[config.mk]
export PLATFORM = sky130hd
export DESIGN_NAME = abnf_grammar_tokenizer_flat
export DESIGN_NICKNAME = d
export VERILOG_FILES = /design/src/hdl/abnf_pkg.sv /design/src/hdl/abnf_if.sv /design/src/hdl/abnf_grammar_tokenizer.sv /design/src/flat_wrapper.sv
export SDC_FILE = /design/constraint.sdc
export NUM_CORES = 1
export LEC_CHECK = 0
export ABC_AREA = 1
export BUFFER_PORTS_ARGS = -buffer_cell sky130_fd_sc_hd__buf_2
export CAP_MARGIN = 20
export CORE_MARGIN = 5
export CORE_UTILIZATION = 48
export DETAILED_ROUTE_END_ITERATION = 10
export HOLD_SLACK_MARGIN = 0.1
export PLACE_DENSITY = 0.65
export SLEW_MARGIN = 20
export SYNTH_ARGS = -nofsm -noshare
export SYNTH_HDL_FRONTEND = slang
export SYNTH_SLANG_ARGS = --single-unit
[constraint.sdc]
create_clock -name clk_i -period 3.4 [get_ports clk_i]
set_input_delay 0.34 -clock clk_i [delete_from_list [all_inputs] [get_ports clk_i]]
set_output_delay 0.34 -clock clk_i [all_outputs]
set_load 0.05 [all_outputs]
[src/hdl/abnf_pkg.sv]
`timescale 1ns / 1ps

package abnf_pkg;

  localparam int unsigned LengthBitsDefault = 16;
  localparam int unsigned OutLenBits = 16;
  localparam int unsigned QueueDepth = 4;
  localparam int unsigned QueuePtrBits = 2;

  localparam logic [7:0] ChNul = 8'h00;
  localparam logic [7:0] ChLf = 8'h0A;
  localparam logic [7:0] ChCr = 8'h0D;
  localparam logic [7:0] ChQuote = 8'h22;
  localparam logic [7:0] ChPercent = 8'h25;
  localparam logic [7:0] ChLParen = 8'h28;
  localparam logic [7:0] ChRParen = 8'h29;
  localparam logic [7:0] ChStar = 8'h2A;
  localparam logic [7:0] ChMinus = 8'h2D;
  localparam logic [7:0] ChDot = 8'h2E;
  localparam logic [7:0] ChSlash = 8'h2F;
  localparam logic [7:0] ChSemi = 8'h3B;
  localparam logic [7:0] ChLess = 8'h3C;
  localparam logic [7:0] ChEqual = 8'h3D;
  localparam logic [7:0] ChGreater = 8'h3E;
  localparam logic [7:0] ChLBrack = 8'h5B;
  localparam logic [7:0] ChRBrack = 8'h5D;
  localparam logic [7:0] ChLowB = 8'h62;
  localparam logic [7:0] ChLowD = 8'h64;
  localparam logic [7:0] ChLowX = 8'h78;
  localparam logic [7:0] ChUpB = 8'h42;
  localparam logic [7:0] ChUpD = 8'h44;
  localparam logic [7:0] ChUpX = 8'h58;

  typedef enum logic [4:0] {
    TK_NEWLINE = 5'd0,
    TK_COMMENT = 5'd1,
    TK_SLASH   = 5'd2,
    TK_STAR    = 5'd3,
    TK_LPAREN  = 5'd4,
    TK_RPAREN  = 5'd5,
    TK_LBRACK  = 5'd6,
    TK_RBRACK  = 5'd7,
    TK_MINUS   = 5'd8,
    TK_DOT     = 5'd9,
    TK_RULEDEF = 5'd10,
    TK_AMEND   = 5'd11,
    TK_HEXMODE = 5'd12,
    TK_BINMODE = 5'd13,
    TK_DECMODE = 5'd14,
    TK_QUOTED  = 5'd15,
    TK_PROSE   = 5'd16,
    TK_NUMBER  = 5'd17,
    TK_HEXNUM  = 5'd18,
    TK_NAME    = 5'd19,
    TK_ERROR   = 5'd20,
    TK_END     = 5'd21
  } token_kind_e;

  typedef enum logic [2:0] {
    ERR_NONE     = 3'd0,
    ERR_LITERAL  = 3'd1,
    ERR_QUOTES   = 3'd2,
    ERR_BRACKETS = 3'd3,
    ERR_CHAR     = 3'd4
  } error_kind_e;

  typedef enum logic [9:0] {
    ST_IDLE    = 10'b00_0000_0001,
    ST_CR      = 10'b00_0000_0010,
    ST_COMMENT = 10'b00_0000_0100,
    ST_EQ      = 10'b00_0000_1000,
    ST_PCT     = 10'b00_0001_0000,
    ST_QUOTE   = 10'b00_0010_0000,
    ST_PROSE   = 10'b00_0100_0000,
    ST_DEC     = 10'b00_1000_0000,
    ST_HEX     = 10'b01_0000_0000,
    ST_NAME    = 10'b10_0000_0000
  } state_e;

  typedef struct packed {
    token_kind_e            kind;
    error_kind_e            err;
    logic [OutLenBits-1:0]  len;
    logic                   last;
  } result_t;

  typedef struct packed {
    logic     emit;
    result_t  res;
    state_e   state;
    logic     one;
  } start_t;

  function automatic logic is_digit(logic [7:0] c);
    return (c >= 8'h30) && (c <= 8'h39);
  endfunction

  function automatic logic is_alpha(logic [7:0] c);
    return ((c >= 8'h61) && (c <= 8'h7A)) || ((c >= 8'h41) && (c <= 8'h5A));
  endfunction

  function automatic logic is_xdigit(logic [7:0] c);
    return is_digit(c) || ((c >= 8'h61) && (c <= 8'h66)) || ((c >= 8'h41) && (c <= 8'h46));
  endfunction

  function automatic result_t make_result(token_kind_e kind, error_kind_e err,
                                          logic [OutLenBits-1:0] len);
    result_t r;
    r.kind = kind;
    r.err  = err;
    r.len  = len;
    r.last = 1'b0;
    return r;
  endfunction

  // Decides what a byte does when no token is in progress.
  function automatic start_t start_token(logic [7:0] c, logic hex_sel);
    start_t s;
    s.emit  = 1'b0;
    s.res   = make_result(TK_END, ERR_NONE, '0);
    s.state = ST_IDLE;
    s.one   = 1'b1;
    priority if (c == ChNul) begin
      s.emit = 1'b1;
      s.one  = 1'b0;
    end else if (c == ChLf) begin
      s.emit = 1'b1;
      s.one  = 1'b0;
      s.res  = make_result(TK_NEWLINE, ERR_NONE, OutLenBits'(1));
    end else if (c == ChSlash || c == ChStar || c == ChLParen || c == ChRParen ||
                 c == ChLBrack || c == ChRBrack || c == ChMinus || c == ChDot) begin
      s.emit = 1'b1;
      s.one  = 1'b0;
      unique case (c)
        ChSlash:  s.res = make_result(TK_SLASH, ERR_NONE, OutLenBits'(1));
        ChStar:   s.res = make_result(TK_STAR, ERR_NONE, OutLenBits'(1));
        ChLParen: s.res = make_result(TK_LPAREN, ERR_NONE, OutLenBits'(1));
        ChRParen: s.res = make_result(TK_RPAREN, ERR_NONE, OutLenBits'(1));
        ChLBrack: s.res = make_result(TK_LBRACK, ERR_NONE, OutLenBits'(1));
        ChRBrack: s.res = make_result(TK_RBRACK, ERR_NONE, OutLenBits'(1));
        ChMinus:  s.res = make_result(TK_MINUS, ERR_NONE, OutLenBits'(1));
        default:  s.res = make_result(TK_DOT, ERR_NONE, OutLenBits'(1));
      endcase
    end else if (c == ChCr) begin
      s.state = ST_CR;
    end else if (c == ChSemi) begin
      s.state = ST_COMMENT;
    end else if (c == ChEqual) begin
      s.state = ST_EQ;
    end else if (c == ChPercent) begin
      s.state = ST_PCT;
    end else if (c == ChQuote) begin
      s.state = ST_QUOTE;
    end else if (c == ChLess) begin
      s.state = ST_PROSE;
    end else if (is_digit(c)) begin
      s.state = hex_sel ? ST_HEX : ST_DEC;
    end else if (hex_sel && is_xdigit(c)) begin
      s.state = ST_HEX;
    end else if (is_alpha(c)) begin
      s.state = ST_NAME;
    end else begin
      s.emit = 1'b1;
      s.one  = 1'b0;
      s.res  = make_result(TK_ERROR, ERR_CHAR, OutLenBits'(1));
    end
    return s;
  endfunction

endpackage

[src/hdl/abnf_if.sv]
`timescale 1ns / 1ps

interface abnf_in_if;
  logic       valid;
  logic       ready;
  logic [7:0] text_byte;
  logic       hex_digits_mode;

  modport source (output valid, output text_byte, output hex_digits_mode, input ready);
  modport sink (input valid, input text_byte, input hex_digits_mode, output ready);
endinterface

interface abnf_out_if;
  logic        valid;
  logic        ready;
  logic [4:0]  token_kind;
  logic [2:0]  error_kind;
  logic [15:0] token_length;
  logic        last_result;

  modport source (output valid, output token_kind, output error_kind, output token_length,
                  output last_result, input ready);
  modport sink (input valid, input token_kind, input error_kind, input token_length,
                input last_result, output ready);
endinterface

[src/hdl/abnf_grammar_tokenizer.sv]
`timescale 1ns / 1ps

// Channel  Direction  Payload
// in_i     sink       text_byte[7:0], hex_digits_mode
// out_o    source     token_kind[4:0], error_kind[2:0], token_length[15:0], last_result
//
// One text byte is taken per cycle while in_i.ready is high. Its results, none, one or two, are written into a
// four-entry result queue at that edge and leave one per transfer from the next cycle.
// A byte is taken while the queue holds at most two results, so one byte per cycle is
// kept while the output side takes a result every cycle and bytes give at most one
// result each; a byte that gives two results needs two output transfers.
// Reset clears the tokenizer to idle and empties the queue.
// A stalled output fills the queue and then stops input; no result is lost.

module abnf_grammar_tokenizer #(
  parameter int unsigned LengthBits = abnf_pkg::LengthBitsDefault
) (
  input  logic clk_i,
  input  logic rst_ni,
  abnf_in_if.sink    in_i,
  abnf_out_if.source out_o
);

  localparam int unsigned OutLen = abnf_pkg::OutLenBits;
  localparam int unsigned PtrW = abnf_pkg::QueuePtrBits;
  localparam int unsigned CntW = PtrW + 1;
  localparam logic [LengthBits-1:0] LenMax = '1;

  abnf_pkg::state_e state_q, state_d;
  logic [LengthBits-1:0] len_q, len_d, len_inc;
  logic [OutLen-1:0] len_out, len_inc_out;

  abnf_pkg::result_t p_res, q_res, r0, r1;
  abnf_pkg::start_t start;
  logic p_v, q_v, restart, extra_end;
  logic [7:0] c;

  abnf_pkg::result_t queue_q [abnf_pkg::QueueDepth];
  logic [PtrW-1:0] wr_ptr_q, rd_ptr_q;
  logic [CntW-1:0] count_q, count_d;
  logic in_fire, out_fire;
  logic [1:0] push_n;

  function automatic logic [OutLen-1:0] clip_len(logic [LengthBits-1:0] v);
    if ((LengthBits > OutLen) && ((v >> OutLen) != '0)) begin
      return '1;
    end
    return OutLen'(v);
  endfunction

  assign c = in_i.text_byte;
  assign len_inc = (len_q == LenMax) ? len_q : len_q + LengthBits'(1);
  assign len_out = clip_len(len_q);
  assign len_inc_out = clip_len(len_inc);
  assign start = abnf_pkg::start_token(c, in_i.hex_digits_mode);

  always_comb begin
    p_v = 1'b0;
    q_v = 1'b0;
    p_res = abnf_pkg::make_result(abnf_pkg::TK_END, abnf_pkg::ERR_NONE, '0);
    q_res = abnf_pkg::make_result(abnf_pkg::TK_END, abnf_pkg::ERR_NONE, '0);
    restart = 1'b0;
    extra_end = 1'b0;
    state_d = state_q;
    len_d = len_q;
    unique case (state_q)
      abnf_pkg::ST_CR: begin
        p_v = 1'b1;
        if (c == abnf_pkg::ChLf) begin
          p_res = abnf_pkg::make_result(abnf_pkg::TK_NEWLINE, abnf_pkg::ERR_NONE, len_inc_out);
          state_d = abnf_pkg::ST_IDLE;
          len_d = '0;
        end else begin
          p_res = abnf_pkg::make_result(abnf_pkg::TK_NEWLINE, abnf_pkg::ERR_NONE, len_out);
          restart = 1'b1;
        end
      end
      abnf_pkg::ST_COMMENT: begin
        if (c == abnf_pkg::ChNul || c == abnf_pkg::ChLf || c == abnf_pkg::ChCr) begin
          p_v = 1'b1;
          p_res = abnf_pkg::make_result(abnf_pkg::TK_COMMENT, abnf_pkg::ERR_NONE, len_out);
          restart = 1'b1;
        end else begin
          len_d = len_inc;
        end
      end
      abnf_pkg::ST_EQ: begin
        p_v = 1'b1;
        if (c == abnf_pkg::ChSlash) begin
          p_res = abnf_pkg::make_result(abnf_pkg::TK_AMEND, abnf_pkg::ERR_NONE, len_inc_out);
          state_d = abnf_pkg::ST_IDLE;
          len_d = '0;
        end else begin
          p_res = abnf_pkg::make_result(abnf_pkg::TK_RULEDEF, abnf_pkg::ERR_NONE, len_out);
          restart = 1'b1;
        end
      end
      abnf_pkg::ST_PCT: begin
        p_v = 1'b1;
        state_d = abnf_pkg::ST_IDLE;
        len_d = '0;
        priority if (c == abnf_pkg::ChLowX || c == abnf_pkg::ChUpX) begin
          p_res = abnf_pkg::make_result(abnf_pkg::TK_HEXMODE, abnf_pkg::ERR_NONE, len_inc_out);
        end else if (c == abnf_pkg::ChLowB || c == abnf_pkg::ChUpB) begin
          p_res = abnf_pkg::make_result(abnf_pkg::TK_BINMODE, abnf_pkg::ERR_NONE, len_inc_out);
        end else if (c == abnf_pkg::ChLowD || c == abnf_pkg::ChUpD) begin
          p_res = abnf_pkg::make_result(abnf_pkg::TK_DECMODE, abnf_pkg::ERR_NONE, len_inc_out);
        end else if (c == abnf_pkg::ChNul) begin
          p_res = abnf_pkg::make_result(abnf_pkg::TK_ERROR, abnf_pkg::ERR_LITERAL, len_out);
          extra_end = 1'b1;
        end else begin
          p_res = abnf_pkg::make_result(abnf_pkg::TK_ERROR, abnf_pkg::ERR_LITERAL, len_inc_out);
        end
      end
      abnf_pkg::ST_QUOTE: begin
        if (c == abnf_pkg::ChQuote) begin
          p_v = 1'b1;
          p_res = abnf_pkg::make_result(abnf_pkg::TK_QUOTED, abnf_pkg::ERR_NONE, len_inc_out);
          state_d = abnf_pkg::ST_IDLE;
          len_d = '0;
        end else if (c == abnf_pkg::ChNul) begin
          p_v = 1'b1;
          p_res = abnf_pkg::make_result(abnf_pkg::TK_ERROR, abnf_pkg::ERR_QUOTES, len_out);
          restart = 1'b1;
        end else begin
          len_d = len_inc;
        end
      end
      abnf_pkg::ST_PROSE: begin
        if (c == abnf_pkg::ChGreater) begin
          p_v = 1'b1;
          p_res = abnf_pkg::make_result(abnf_pkg::TK_PROSE, abnf_pkg::ERR_NONE, len_inc_out);
          state_d = abnf_pkg::ST_IDLE;
          len_d = '0;
        end else if (c == abnf_pkg::ChNul) begin
          p_v = 1'b1;
          p_res = abnf_pkg::make_result(abnf_pkg::TK_ERROR, abnf_pkg::ERR_BRACKETS, len_out);
          restart = 1'b1;
        end else begin
          len_d = len_inc;
        end
      end
      abnf_pkg::ST_DEC: begin
        if (abnf_pkg::is_digit(c)) begin
          len_d = len_inc;
        end else begin
          p_v = 1'b1;
          p_res = abnf_pkg::make_result(abnf_pkg::TK_NUMBER, abnf_pkg::ERR_NONE, len_out);
          restart = 1'b1;
        end
      end
      abnf_pkg::ST_HEX: begin
        if (abnf_pkg::is_xdigit(c)) begin
          len_d = len_inc;
        end else begin
          p_v = 1'b1;
          p_res = abnf_pkg::make_result(abnf_pkg::TK_HEXNUM, abnf_pkg::ERR_NONE, len_out);
          restart = 1'b1;
        end
      end
      abnf_pkg::ST_NAME: begin
        if (abnf_pkg::is_alpha(c) || abnf_pkg::is_digit(c) || c == abnf_pkg::ChMinus) begin
          len_d = len_inc;
        end else begin
          p_v = 1'b1;
          p_res = abnf_pkg::make_result(abnf_pkg::TK_NAME, abnf_pkg::ERR_NONE, len_out);
          restart = 1'b1;
        end
      end
      default: begin
        restart = 1'b1;
      end
    endcase

    if (restart) begin
      state_d = start.state;
      len_d = LengthBits'(start.one);
      q_v = start.emit;
      q_res = start.res;
    end
    if (extra_end) begin
      q_v = 1'b1;
    end

    r0 = p_v ? p_res : q_res;
    r1 = q_res;
    r1.last = 1'b1;
    r0.last = !(p_v && q_v);
    push_n = {1'b0, p_v} + {1'b0, q_v};
  end

  assign in_i.ready = (count_q <= CntW'(abnf_pkg::QueueDepth - 2));
  assign in_fire = in_i.valid && in_i.ready;
  assign out_fire = out_o.valid && out_o.ready;

  always_comb begin
    count_d = count_q;
    if (in_fire) begin
      count_d = count_d + CntW'(push_n);
    end
    if (out_fire) begin
      count_d = count_d - CntW'(1);
    end
  end

  always_ff @(posedge clk_i or negedge rst_ni) begin
    if (!rst_ni) begin
      state_q <= abnf_pkg::ST_IDLE;
      len_q <= '0;
      wr_ptr_q <= '0;
      rd_ptr_q <= '0;
      count_q <= '0;
    end else begin
      count_q <= count_d;
      if (in_fire) begin
        state_q <= state_d;
        len_q <= len_d;
        wr_ptr_q <= wr_ptr_q + PtrW'(push_n);
      end
      if (out_fire) begin
        rd_ptr_q <= rd_ptr_q + PtrW'(1);
      end
    end
  end

  always_ff @(posedge clk_i) begin
    if (in_fire && push_n != 2'd0) begin
      queue_q[wr_ptr_q] <= r0;
    end
    if (in_fire && push_n == 2'd2) begin
      queue_q[wr_ptr_q + PtrW'(1)] <= r1;
    end
  end

  assign out_o.valid = (count_q != '0);
  assign out_o.token_kind = queue_q[rd_ptr_q].kind;
  assign out_o.error_kind = queue_q[rd_ptr_q].err;
  assign out_o.token_length = queue_q[rd_ptr_q].len;
  assign out_o.last_result = queue_q[rd_ptr_q].last;

`ifndef SYNTHESIS
  a_count_bound: assert property (@(posedge clk_i) disable iff (!rst_ni)
    count_q <= CntW'(abnf_pkg::QueueDepth))
    else $error("result queue overflow");

  a_nul_to_idle: assert property (@(posedge clk_i) disable iff (!rst_ni)
    (in_fire && c == abnf_pkg::ChNul) |=> (state_q == abnf_pkg::ST_IDLE && len_q == '0))
    else $error("tokenizer not idle after end of text");

  a_byte_gives_last: assert property (@(posedge clk_i) disable iff (!rst_ni)
    (in_fire && push_n != 2'd0) |-> (push_n == 2'd1 ? r0.last : (r1.last && !r0.last)))
    else $error("last result flag misplaced");

  a_count_track: assert property (@(posedge clk_i) disable iff (!rst_ni)
    (!in_fire && out_fire) |=> (count_q == $past(count_q) - CntW'(1)))
    else $error("result queue count mismatch");
`endif

endmodule
[src/flat_wrapper.sv]
// flat-port wrapper written by rule: the top's interface ports become plain ports
module abnf_grammar_tokenizer_flat 
#(
  parameter int unsigned LengthBits = abnf_pkg::LengthBitsDefault
)
  (clk_i, rst_ni, in_i_valid, in_i_text_byte, in_i_hex_digits_mode, in_i_ready, out_o_valid, out_o_token_kind, out_o_error_kind, out_o_token_length, out_o_last_result, out_o_ready);
  abnf_in_if in_i_i ();
  abnf_out_if out_o_i ();
  input  logic clk_i;
  input  logic rst_ni;
  input wire logic [$bits(in_i_i.valid)-1:0] in_i_valid;
  input wire logic [$bits(in_i_i.text_byte)-1:0] in_i_text_byte;
  input wire logic [$bits(in_i_i.hex_digits_mode)-1:0] in_i_hex_digits_mode;
  output wire logic [$bits(in_i_i.ready)-1:0] in_i_ready;
  output wire logic [$bits(out_o_i.valid)-1:0] out_o_valid;
  output wire logic [$bits(out_o_i.token_kind)-1:0] out_o_token_kind;
  output wire logic [$bits(out_o_i.error_kind)-1:0] out_o_error_kind;
  output wire logic [$bits(out_o_i.token_length)-1:0] out_o_token_length;
  output wire logic [$bits(out_o_i.last_result)-1:0] out_o_last_result;
  input wire logic [$bits(out_o_i.ready)-1:0] out_o_ready;
  assign in_i_i.valid = in_i_valid;
  assign in_i_i.text_byte = in_i_text_byte;
  assign in_i_i.hex_digits_mode = in_i_hex_digits_mode;
  assign in_i_ready = in_i_i.ready;
  assign out_o_valid = out_o_i.valid;
  assign out_o_token_kind = out_o_i.token_kind;
  assign out_o_error_kind = out_o_i.error_kind;
  assign out_o_token_length = out_o_i.token_length;
  assign out_o_last_result = out_o_i.last_result;
  assign out_o_i.ready = out_o_ready;
  abnf_grammar_tokenizer #(.LengthBits(LengthBits)) u_core (.clk_i(clk_i), .rst_ni(rst_ni), .in_i(in_i_i), .out_o(out_o_i));
endmodule
After elaboration in Yosys (flattened, before gate mapping)
Memory sizes are Yosys's and may differ from the RTL's.
Index checks and enable logic that the tools add are counted.
{ "word_totals": {"n_memories": 1, "out_inout_bits": 27, "mem_bits_rw": 100, "wordCells": 198, "register_bits": 33, "in_bits": 13} }
{ "memory_table": {"columns": ["memory", "depth", "width", "read_ports", "rd_clocked_by_memory_dff", "write_ports", "line", "source"], "rows": [
  ["u_core.queue_q", 4, 25, 1, 0, 2, "abnf_grammar_tokenizer.sv:38", "abnf_pkg::result_t queue_q [abnf_pkg::QueueDepth];"]
]} }
{ "classes": {"addsub": 7, "order_cmp": 9, "mux": 98, "n_reduce_logical": 37, "n_eq_ne": 41} }
{ "ops": {"columns": ["cell", "count"], "rows": [
  ["$mux 26", 11],
  ["$pmux 25 s9", 1],
  ["$mux 25", 8],
  ["$mux 16", 11],
  ["$pmux 24 s7", 1],
  ["$mux 10", 16],
  ["$pmux 16 s9", 1],
  ["$eq 8x6->1 const B", 12],
  ["$mux 23", 3],
  ["$eq 8x7->1 const B", 8],
  ["$mux 21", 3],
  ["$pmux 10 s5", 1],
  ["$mux 35", 1],
  ["$mux 1", 34],
  ["$mux 17", 2],
  ["$le 8x7->1 const B", 4],
  ["$ne 3x1->1 const B", 7],
  ["$logic_or 1x1->1", 17],
  ["$add 16x1->16 const B", 1],
  ["$eq 16x16->1 const B", 1],
  ["$eq 8x4->1 const B", 2],
  ["$ge 8x7->1 const B", 2],
  ["$logic_and 1x1->1", 11],
  ["$eq 10x10->1 const B", 1],
  ["31 further kinds", 33]
]} }

Logic depth before layout (Yosys ltp)
{ "depth": {"word_depth": 23, "mapped_depth": 25, "mapped_depth_nobuf": 24} }

Least setup slack after synthesis
No wires, ideal clock.
{ "synth_path": {"path_type": "reg-to-reg", "startpoint": "register u_core.state_q[0]", "endpoint": "register u_core.count_q[2]", "period_less_slack_ps": 3491, "t_arrival_ps": 3373, "path_stages_with_launch": 23, "setup_slack_ps": -91, "cell_sequence": "dfstp_2 nor2_1 nand2_2 inv_2 nand3_1 nand3_1 nor2_1 a21oi_1 nand2_2 clkinv_2 nand2_4 nand2_1 o21ai_0 ha_1 ha_1 inv_1 fa_1 nand2_1 o21ai_0 ha_1 nand3_1 xor2_1 inv_1"} }
{ "synth_between": {"elab_chain_len": 9} }
{ "synth_lines": {"columns": ["element", "line", "source"], "rows": [
  ["start: declaration", "abnf_grammar_tokenizer.sv:29", "abnf_pkg::state_e state_q, state_d;"],
  ["start signal: assignment", "abnf_grammar_tokenizer.sv:208", "state_q <= abnf_pkg::ST_IDLE;"],
  ["start signal: assignment", "abnf_grammar_tokenizer.sv:216", "state_q <= state_d;"],
  ["$eq 10x10->1 (tied with other cells)", "abnf_grammar_tokenizer.sv:66", "unique case (state_q)"],
  ["$pmux 1 s9", "abnf_grammar_tokenizer.sv:66", null],
  ["$mux 1", "abnf_grammar_tokenizer.sv:175", "if (restart) begin"],
  ["$mux 1", "abnf_grammar_tokenizer.sv:181", "if (extra_end) begin"],
  ["$add 1x1->2 (*)", "abnf_grammar_tokenizer.sv:189", "push_n = {1'b0, p_v} + {1'b0, q_v};"],
  ["$add 3x2->3 (*)", "abnf_grammar_tokenizer.sv:199", "count_d = count_d + CntW'(push_n);"],
  ["$mux 3 (*)", "abnf_grammar_tokenizer.sv:198", "if (in_fire) begin"],
  ["$sub 3x1->3", "abnf_grammar_tokenizer.sv:202", "count_d = count_d - CntW'(1);"],
  ["$mux 3 (*)", "abnf_grammar_tokenizer.sv:201", "if (out_fire) begin"],
  ["net u_core.count_d[2]", "abnf_grammar_tokenizer.sv:40", "logic [CntW-1:0] count_q, count_d;"],
  ["end signal: assignment", "abnf_grammar_tokenizer.sv:214", "count_q <= count_d;"],
  ["end: declaration", "abnf_grammar_tokenizer.sv:40", null]
]} }
The timed path passes the listed nets; every way through them passes the cells marked *.
A chain may end at the register's enable or synchronous reset.

Worst setup path in the final report
{ "layout_path": {"startpoint": "register u_core.state_q[8]", "endpoint": "register u_core.count_q[2]"} }
Same word-level chain as after synthesis.

==> results.toml <==
[clock_network]
clkLatencyLatePin_ps = 430
cts.sinks = 133
clk_path_buf_depth = 2
htree_levels = 4
clkTransAtPathRegs_ps = 70
cts_buffers = 17
cts_tree = "done"
ctsRootBufferMaster = "clkbuf_16"

[placement]
place_congestion = 1.03
dp_cells = 1780
dp_hpwl_mm = 21.8
portBuffers = 39

[critical_path]
r2r_end = "u_core.count_q[2]"
reg2reg_depth = 22
critPathArrivalTime_ps = 3620
r2r_start = "u_core.state_q[8]"
rrSetupSlack_ps = 100
startpoint_type = "flop"
endpoint_kind = "flop"
path_max_fanout = 7
worstPathRequired_ps = 3720
critPathKind = "reg2reg"

[final_layout]
diodes = 0
drive_above_1_share_pct = 21.2
n_fill_cell = 1837
fin_cells = 1825
nets = 1599
area.sequential_sq_um = 3110
synthToLayoutAreaGrowth_pct = 24.2
multi_input_area_sq_um = 5380

[yosys]
synth_area_leaders = "nand2_1 21%, dfxtp_1 16%, edfxtp_1 9.3%"
ys_seq_area_share_pct = 34.6
synth.top_cells.by_count = "509 x nand2_1, 178 x nor2_1, 108 x inv_1"
synth-edff-count = 28
synth_area_sq_um = 9000
async_flop_share_pct = 24.8
ys_ff_latch = 133
synth.top_cell.area_share_pct = 21.2
syn_nets = 1442
syn_inst = 1421
ys_types = 49
yosysMostFrequentCell = "nand2_1"
synthFlopType = "dfxtp_1"
avgSynthCellArea_sq_um = 6.33
yosys.area.top_type = "nand2_1"
yosysWarnings = 0

[detailed_routing]
dr.pass1.iters = 7
first_iter_violations = 1022
drt-wirelength-per-cell_um = 16.6
vias = 9945
routed_wl_mm = 30.3
drc = 0
ant_nets = 0
vias_per_cell = 5.45

[power_and_ir_drop]
leakagePower_nw = 5.51
p_per_area_nw_per_um2 = 647
ir_drop_v = 0.000371

[grt]
grt_overflow = 0
grt_max_degree = 52
grt_pass1_wl_mm = 48.5
first_global_vias = 9256
antenna_found_initial = 0
grt_usage_pct = 27.8

[min_path]
min_from = "in_i_hex_digits_mode"
hold_path_end = "u_core.state_q[7]"
holdPathStages = 4
min_path_type = "in2reg"

[die]
start_util_pct = 48.4
fp.coreArea_sq_um = 18600
dieArea_sq_um = 21600
die_w_um = 147
placementRows = 50
die-height_um = 147
ioPinCount = 40

[timing]
tightest_slew_ps = 917
slew_viol_final = 0
fmax_mhz = 303
relSlewSlack_pct = 38.9
post-route-period-util_pct = 97.0
setup_violations = 0
hold_viol = 0
fin_tns_setup_ps = 0
finClkSkew_ps = 12.8
timing.final.crit_period_ps = 3300
rsz0062_at_grt = "yes"

[flow_run]
max_cap_violations = 0

[outcome]
status = "complete, no violations"
[registers in the layout (all words and copies together) (netlist names)]
| register | count |
|---|---|
| u_core.state_q | 10 |
| u_core.wr_ptr_q | 2 |
| u_core.rd_ptr_q | 2 |
| u_core.queue_q | 100 |
| u_core.count_q | 3 |
| u_core.len_out | 16 |
[worst max-delay path, stage by stage (launching register included)]
cell and delay (ps):
dfrtp_1 410, nor2_4 160, buf_4 120, buf_4 140, nand3_1 120, nand3_1 120, nor2_2 50, a21oi_2 160
nand2_2 100, inv_4 80, nand2_8 50, nand2_4 70, o21ai_4 70, ha_4 280, ha_4 120, inv_2 30
fa_1 500, nand2_1 60, o21ai_2 110, ha_4 150, nand3_2 70, xor2_1 130, inv_1 60
[per-layer routing]
layer | routed length [um] | global-route usage (%)
met5 | 0 | 0
met4 | 646 | 8.11
met3 | 2410 | 4.57
met2 | 13800 | 44.3
met1 | 13400 | 39.1
[stage by stage]
stage          util (%)  total power, mW  instance area (sq um)  setup slack (ps)  hold WS, ps
2_1_floorplan         -             4.18                   9030             0.995         44.4
3_3_place_gp       55.5             5.20                  10300              -215          433
3_5_place_dp       55.5             5.22                  10300              -310          435
4_1_cts            59.3             7.12                  11000             -24.0          210
5_1_grt            60.1             7.60                  11200             -53.5          224
6_report           60.1             7.23                  11200               100          215
[worst max-delay path by stage]
stage	start	to	depth (start not counted)	slack (ps)
3_5_place_dp	in_i_text_byte[7]	u_core.count_q[2]	23	-310
6_report	u_core.state_q[8]	u_core.count_q[2]	22	100
2_1_floorplan	u_core.state_q[3]	u_core.count_q[2]	22	1
3_3_place_gp	in_i_text_byte[7]	u_core.count_q[2]	23	-210
5_1_grt	u_core.state_q[2]	u_core.count_q[2]	19	-50
4_1_cts	u_core.state_q[1]	u_core.count_q[2]	22	-20
[kinds of logic after synthesis]
group / Yosys count / synth area share, %
DFF: 133 / 34.6
adders and majority gates: 8 / 1.20
AOI/OAI and AO/OA: 212 / 13.5
xor gates and xnor gates: 15 / 1.46
muxes: 1 / 0.111
buffers and inverters: 181 / 8.08
and+or+nand+nor: 871 / 41.1
[power breakdown]
group	switching (mW)	internal (mW)	leakage [nW]
clock network	0.808	1.05	0.284
registers	0.128	1.78	1.27
logic	2.45	1.02	3.95
[final cells by class]
class | instances | share of cell area (%)
Tap cell | 234 | 2.62
Multi-Input combinational cell | 1107 | 48.2
Clock buffer | 18 | 3.93
Clock inverter | 14 | 1.21
Timing Repair Buffer | 188 | 11.8
Sequential cell | 133 | 27.8
Inverter | 131 | 4.47
[what timing repair did]
item / 4_1_cts / 5_1_grt
setup endpoints to repair: 5 / 61
gates cloned: 0 / 0
hold buffers: 1 / 0
resized for setup: 19 / 31
setup buffers: 3 / 9
pin swaps: 3 / 19
hold endpoints to repair: 32 / 0
[placed cells by master, fill, tap and decap left out, types with 4 or more instances in the layout]
cell	instances
nor2_2	13
o21ai_0	103
o21ai_1	10
a21oi_2	4
edfxtp_1	28
inv_1	104
nor3_1	18
clkbuf_16	17
inv_4	6
nand3_1	83
nor2_1	170
o21a_1	4
nand3_2	16
xor2_1	14
nand2_1	503
nor3_2	7
buf_4	148
buf_2	39
o22ai_1	42
a22oi_1	4
nor2_4	12
dfxtp_1	72
nand2_2	16
dfrtp_1	31
nand2_4	6
inv_6	7
a211oi_1	5
inv_2	24
a21oi_1	26
nand4_1	14
No activity file was read; power rests on OpenSTA's default activity.
